### config.mk
export PLATFORM = sky130hd
export DESIGN_NAME = bfct_axis
export DESIGN_NICKNAME = d
export VERILOG_FILES = /design/src/sv/bfct_pkg.sv /design/src/sv/bfct_axis.sv
export SDC_FILE = /design/constraint.sdc
export NUM_CORES = 2
export LEC_CHECK = 0
export BUFFER_PORTS_ARGS = -buffer_cell sky130_fd_sc_hd__clkbuf_2
export CAP_MARGIN = 20
export CORE_MARGIN = 2
export CORE_UTILIZATION = 45
export DETAILED_ROUTE_END_ITERATION = 10
export MAX_ROUTING_LAYER = met4
export PLACE_DENSITY = 0.6
export SLEW_MARGIN = 20
export SYNTH_ARGS = -nofsm -noshare
export SYNTH_HDL_FRONTEND = slang
export SYNTH_SLANG_ARGS = --single-unit
### constraint.sdc
create_clock -name clk_i -period 11.9 [get_ports clk_i]
set_clock_uncertainty 0.05 [all_clocks]
set_input_delay 1.19 -clock clk_i [delete_from_list [all_inputs] [get_ports clk_i]]
set_output_delay 1.19 -clock clk_i [all_outputs]
set_load 0.01 [all_outputs]
### src/sv/bfct_pkg.sv
// Package for the box-filtered checker texture unit.
// Field widths, register reset value and default fraction width.
// No dependencies.
package bfct_pkg;

  localparam int COORD_W       = 32;
  localparam int BIAS_W        = 17;
  localparam int COV_W         = 17;
  localparam int WIDTH_W       = 31;
  localparam int FRAC_BITS_DEF = 16;

  localparam logic [BIAS_W-1:0] BIAS_RESET = 17'd655;

endpackage

### src/sv/bfct_axis.sv
// One axis of the checker filter: filter width, box integral of the triangle wave,
// and a pipelined restoring divider giving the signed axis term. Depends on bfct_pkg.
module bfct_axis import bfct_pkg::*; #(
  parameter int FRAC_BITS = FRAC_BITS_DEF
) (
  input  logic                        clk_i,
  input  logic                        en_i,
  input  logic [BIAS_W-1:0]           bias_i,
  input  logic signed [COORD_W-1:0]   p_i,
  input  logic signed [COORD_W-1:0]   d1_i,
  input  logic signed [COORD_W-1:0]   d2_i,
  output logic signed [FRAC_BITS+1:0] term_o
);

  localparam int PW = FRAC_BITS + 2;      // period of 4.0 in Q.F
  localparam int DW = WIDTH_W + 1;        // divisor 2w
  localparam int CW = FRAC_BITS + 34;     // remainder and shifted divisor
  localparam int QW = FRAC_BITS + 1;
  localparam int TW = FRAC_BITS + 2;
  localparam int NS = FRAC_BITS + 2;      // overflow check plus QW quotient bits

  localparam logic [PW-1:0] TWO_ONE = PW'(1) << (FRAC_BITS + 1);
  localparam logic [QW-1:0] ONE_Q   = QW'(1) << FRAC_BITS;

  // stage A: filter width
  logic [COORD_W-1:0] m1, m2, mmax;
  logic [BIAS_W-1:0]  bias_eff;
  logic [COORD_W:0]   wsum;
  logic [WIDTH_W-1:0] w_d, w_a_q;
  logic [FRAC_BITS:0] p_a_q;

  assign m1       = d1_i[COORD_W-1] ? -d1_i : d1_i;
  assign m2       = d2_i[COORD_W-1] ? -d2_i : d2_i;
  assign mmax     = (m1 > m2) ? m1 : m2;
  assign bias_eff = (bias_i == '0) ? BIAS_W'(1) : bias_i;
  assign wsum     = {1'b0, mmax} + (COORD_W+1)'(bias_eff);
  assign w_d      = (wsum[COORD_W:WIDTH_W] != '0) ? '1 : wsum[WIDTH_W-1:0];

  always_ff @(posedge clk_i) begin
    if (en_i) begin
      w_a_q <= w_d;
      p_a_q <= p_i[FRAC_BITS:0];
    end
  end

  // stage B: window ends modulo the period
  logic [PW-1:0]      a_q, b_q;
  logic [WIDTH_W-1:0] w_b_q;

  always_ff @(posedge clk_i) begin
    if (en_i) begin
      a_q   <= {p_a_q, 1'b0} - w_a_q[PW-1:0];
      b_q   <= {p_a_q, 1'b0} + w_a_q[PW-1:0];
      w_b_q <= w_a_q;
    end
  end

  // stage C: integral difference, dividend and divisor
  logic [PW-1:0] ma, mb, nmag;
  logic          neg_c;

  assign ma    = (a_q >= TWO_ONE) ? a_q - TWO_ONE : TWO_ONE - a_q;
  assign mb    = (b_q >= TWO_ONE) ? b_q - TWO_ONE : TWO_ONE - b_q;
  assign neg_c = ma < mb;
  assign nmag  = neg_c ? mb - ma : ma - mb;

  logic [CW-1:0] rem_q [0:NS-1];
  logic [DW-1:0] den_q [0:NS-1];
  logic          neg_q [0:NS];
  logic          ovf_q [1:NS];
  logic [QW-1:0] quo_q [1:NS];

  always_ff @(posedge clk_i) begin
    if (en_i) begin
      rem_q[0] <= (CW'(nmag) << FRAC_BITS) + CW'(w_b_q);
      den_q[0] <= {w_b_q, 1'b0};
      neg_q[0] <= neg_c;
    end
  end

  // divider: first stage flags a quotient beyond range, then one bit per stage
  for (genvar j = 1; j <= NS; j++) begin : g_div
    localparam int K = FRAC_BITS + 2 - j;
    logic [CW-1:0] sh;
    logic          ge;

    assign sh = CW'(den_q[j-1]) << K;
    assign ge = rem_q[j-1] >= sh;

    always_ff @(posedge clk_i) begin
      if (en_i) begin
        neg_q[j] <= neg_q[j-1];
      end
    end

    if (j == 1) begin : g_ovf
      always_ff @(posedge clk_i) begin
        if (en_i) begin
          ovf_q[j] <= ge;
          quo_q[j] <= '0;
          rem_q[j] <= rem_q[j-1];
          den_q[j] <= den_q[j-1];
        end
      end
    end else begin : g_bit
      always_ff @(posedge clk_i) begin
        if (en_i) begin
          ovf_q[j] <= ovf_q[j-1];
          quo_q[j] <= quo_q[j-1] | (ge ? (QW'(1) << K) : '0);
        end
      end
      if (j < NS) begin : g_pass
        always_ff @(posedge clk_i) begin
          if (en_i) begin
            rem_q[j] <= ge ? rem_q[j-1] - sh : rem_q[j-1];
            den_q[j] <= den_q[j-1];
          end
        end
      end
    end
  end

  // stage T: clamp and sign
  logic [QW-1:0]        mag_t;
  logic signed [TW-1:0] tpos, term_d, term_q;

  assign mag_t  = (ovf_q[NS] || quo_q[NS] > ONE_Q) ? ONE_Q : quo_q[NS];
  assign tpos   = signed'({1'b0, mag_t});
  assign term_d = neg_q[NS] ? -tpos : tpos;

  always_ff @(posedge clk_i) begin
    if (en_i) begin
      term_q <= term_d;
    end
  end

  assign term_o = term_q;

endmodule

==> metrics <==
final wirelength=228300 um; post-synthesis cell area=just over 0.09 mm^2; DR iter-0 viols=between 3000 and 4000; switch share=38.93%; drt drc=0; WP data required=12380 ps; initial antenna violation count=10; Reg power frac=around a third; leakage=39.64 nW; setup_tns=0 ps; Max Cap Viol=0; HP Class=reg -> reg; CTS tree=done; status=completed; Core Footprint=around 0.2 mm^2; Setup crit start kind=input pin; number of routed nets with antenna violations=0; Worst VDD drop=between 0.3 and 0.4 mV; Synth async-reset ratio=0%; hold depth=0; Longest Clk Path Bufs=3; largest net degree at the start of global routing=around 200; synthesis-to-finish area growth=10.28%; Max Fclk=between 0.1 and 0.15 GHz; DR vias=between 60000 and 70000; Post-Place Cells=around 11000; Initial Util=between 40% and 50%; Syn Inst Count=approximately 8400; Post-synth EDFFs=1563; fillers=approximately 18000; Layout Cells excl Fill=~11000; P per Cell Area=266.3 mW/mm^2; clock-pin slew of the registers on the worst-case setup and hold paths=roughly 60 ps; die span in y=about 450 um; routability cong.=~1; critical path endpoint category=flop; Ports=between 100 and 150; first-pass GRT wire length=between 300000 and 400000 um; synth warn=0; commonest non-fill, non-tap cells in the layout=1563 x edfxtp_1, 761 x inv_1, 663 x ha_1, 636 x a21oi_1, 620 x nand2_1; worst r2r src=a_q[3]$_DFFE_PP_; top cell type's share of synthesized area=around 52%; Avg Inst Size Synth=~11 um^2; Net Count, Synth=between 9000 and 10000; row count=~160; commonest non-fill, non-tap cell in the layout=edfxtp_1; Hold Path End=quo_q[0][212]$_DFFE_PP_; Int Pwr=around 16 mW; Max transition margin=between 10% and 20%; number of setup violations in the final report=0; sequential element share of the synthesized area=51.67%; Worst Tran Pin Value=between 1000 and 1500 ps; Gates resized, CTS repair=0; r2r endpoint=rem_q[0][32]$_DFFE_PP_; Total Routing Usage GR=a little under a quarter; nets=between 9000 and 10000; Chip Width=453.3 um; GRT overflow=0; Clock Latency Late Sink=between 800 and 900 ps; Clk pwr share=about 20%; Final period util=between 70% and 80%; main area contributors after synthesis=edfxtp_1 52%, ha_1 9.1%, xnor2_1 3.7%; Combinational Power Share=46.5%; #FFs+latches synth=1563; Worst Path Max Fanout=13; post-synthesis cell type count=approximately 90; Psw=between 10 and 15 mW; final hold viol count=0; die area=~0.21 mm^2; FF-to-FF setup slack=5540 ps; CTS Root Cell=clkbuf_16; port bufs=between 100 and 150; number of buffers created by CTS=about 170; DR pass1 iterations=5; Max H-tree Level=4; RSZ-0062 raised after global routing=no; number of post-CTS setup repair buffers=0; CTS Sinks=about 1600; crit path time final=between 8000 and 9000 ps; min-delay src=quo_q[0][195]$_DFFE_PP_; Worst Setup Path Type=in -> reg; Max Slew Vio Count=0; ys flop type=edfxtp_1; vias in the first global route=63860; Vias/cell=about 5.5; share of layout cells above drive strength 1=under 10%; CP arrival=approximately 9300 ps; dpl hpwl=~180000 um; R2R depth=26; # hold bufs at CTS=0; area leader, netlist=edfxtp_1; drt wl/cell=~20 um
## worst max-delay path, stage by stage
cell and delay, ps:
clkbuf_2 90, or4_1 630, nor4_2 690, nand3_1 290, o41ai_1 490, xor2_1 310
inv_1 100, ha_1 280, nand4_1 170, nor4_1 510, nand3_1 250, o2bb2ai_1 270
or2_2 460, o21ai_0 540, ha_1 310, fa_1 220, nand2_1 70, a21boi_0 350
nor2_1 120, o31ai_1 370, o31ai_1 190, o21ai_0 330, a21oi_1 280, nand3b_1 320
nor3_1 270, xnor2_1 150, nand2_1 70
## Yosys cell counts, types with 71 or more instances
cell	n
a21o_1	271
nor3_1	168
xnor2_1	388
nand4_1	109
nor4_1	93
o21a_1	96
nand3_1	122
xor2_1	328
ha_1	663
mux2_2	80
o31ai_1	71
nand2_1	620
nor2_1	542
edfxtp_1	1563
nand2b_1	114
a21oi_1	638
inv_1	761
nor2b_1	92
clkbuf_1	182
o21ai_0	548
## worst max path at each step
| stage | from | endpoint | slack (ps) | depth (start not counted) |
|---|---|---|---|---|
| 5_1_grt | d1_i[8] | w_a_q[30]$_SDFFCE_PP1P_ | 2260 | 28 |
| 3_5_place_dp | d1_i[9] | w_a_q[30]$_SDFFCE_PP1P_ | 2150 | 27 |
| 2_1_floorplan | d1_i[9] | w_a_q[12]$_SDFFCE_PP1P_ | 3570 | 29 |
| 6_report | d1_i[9] | w_a_q[30]$_SDFFCE_PP1P_ | 3030 | 27 |
| 4_1_cts | d1_i[9] | w_a_q[30]$_SDFFCE_PP1P_ | 3010 | 27 |
| 3_3_place_gp | d1_i[9] | w_a_q[30]$_SDFFCE_PP1P_ | 2260 | 27 |
## per-stage QoR
stage	total power [mW]	instance area [um^2]	util, %	setup slack [ps]	hold slack, ps
detailed placement	21.38	94540	47.20	2147	354.5
CTS	26.78	100100	50.00	3007	343.1
global route	28.51	100200	50.01	2264	343.9
global placement	21.21	94510	47.19	2260	350.1
floorplan	17.90	90830	-	3567	350.3
finish	26.68	100200	50.02	3033	358.1
## power groups by stage
stage	registers (mW)	clock network, mW	logic, mW
after floorplan	8.62	0	9.27
after global placement	9.12	0	12.1
after detailed placement	9.14	0	12.2
after CTS	9.04	5.39	12.4
after global routing	9.15	5.60	13.8
final	9.04	5.24	12.4
## sequential cells by signal (all words and copies together) (netlist names)
register and cells:
b_q 17, p_a_q 17, quo_q 153, neg_q 19, rem_q 836, ovf_q 18
w_a_q 31, term_o 18, den_q 406, a_q 18, w_b_q 30
## cell families (layout without fill, tap and decap cells)
kind of cell / Yosys count / after routing / share of synthesized area (%)
DFF: 1563 / 1563 / 51.67
adders and majority gates: 685 / 685 / 9.617
other: 0 / 9 / 0
buffers and inverters: 960 / 1245 / 3.996
and+or+nand+nor: 2234 / 2234 / 12.14
AOI/OAI and AO/OA: 2108 / 2108 / 14.47
muxes: 99 / 99 / 1.201
xor gates and xnor gates: 716 / 716 / 6.904
## routing by layer
metal,track usage (%),wire [um],vias to the layer above
li1,-,-,30950
met3,2.839,6947,569
met4,15.13,17240,0
met2,44.05,126400,1289
met1,20.44,77680,29680
met5,-,0,-
## final cells by class
| class | instances | area [um^2] | area share (%) |
|---|---|---|---|
| Sequential cell | 1563 | 46940 | 46.85 |
| Multi-Input combinational cell | 5842 | 40420 | 40.35 |
| Clock buffer | 207 | 4478 | 4.470 |
| Tap cell | 2656 | 3323 | 3.317 |
| Inverter | 763 | 2864 | 2.859 |
| Clock inverter | 113 | 1129 | 1.127 |
| Timing Repair Buffer | 162 | 998.5 | 0.9967 |
| Antenna cell | 9 | 22.52 | 0.02248 |
(Power assumes the default switching activity.)
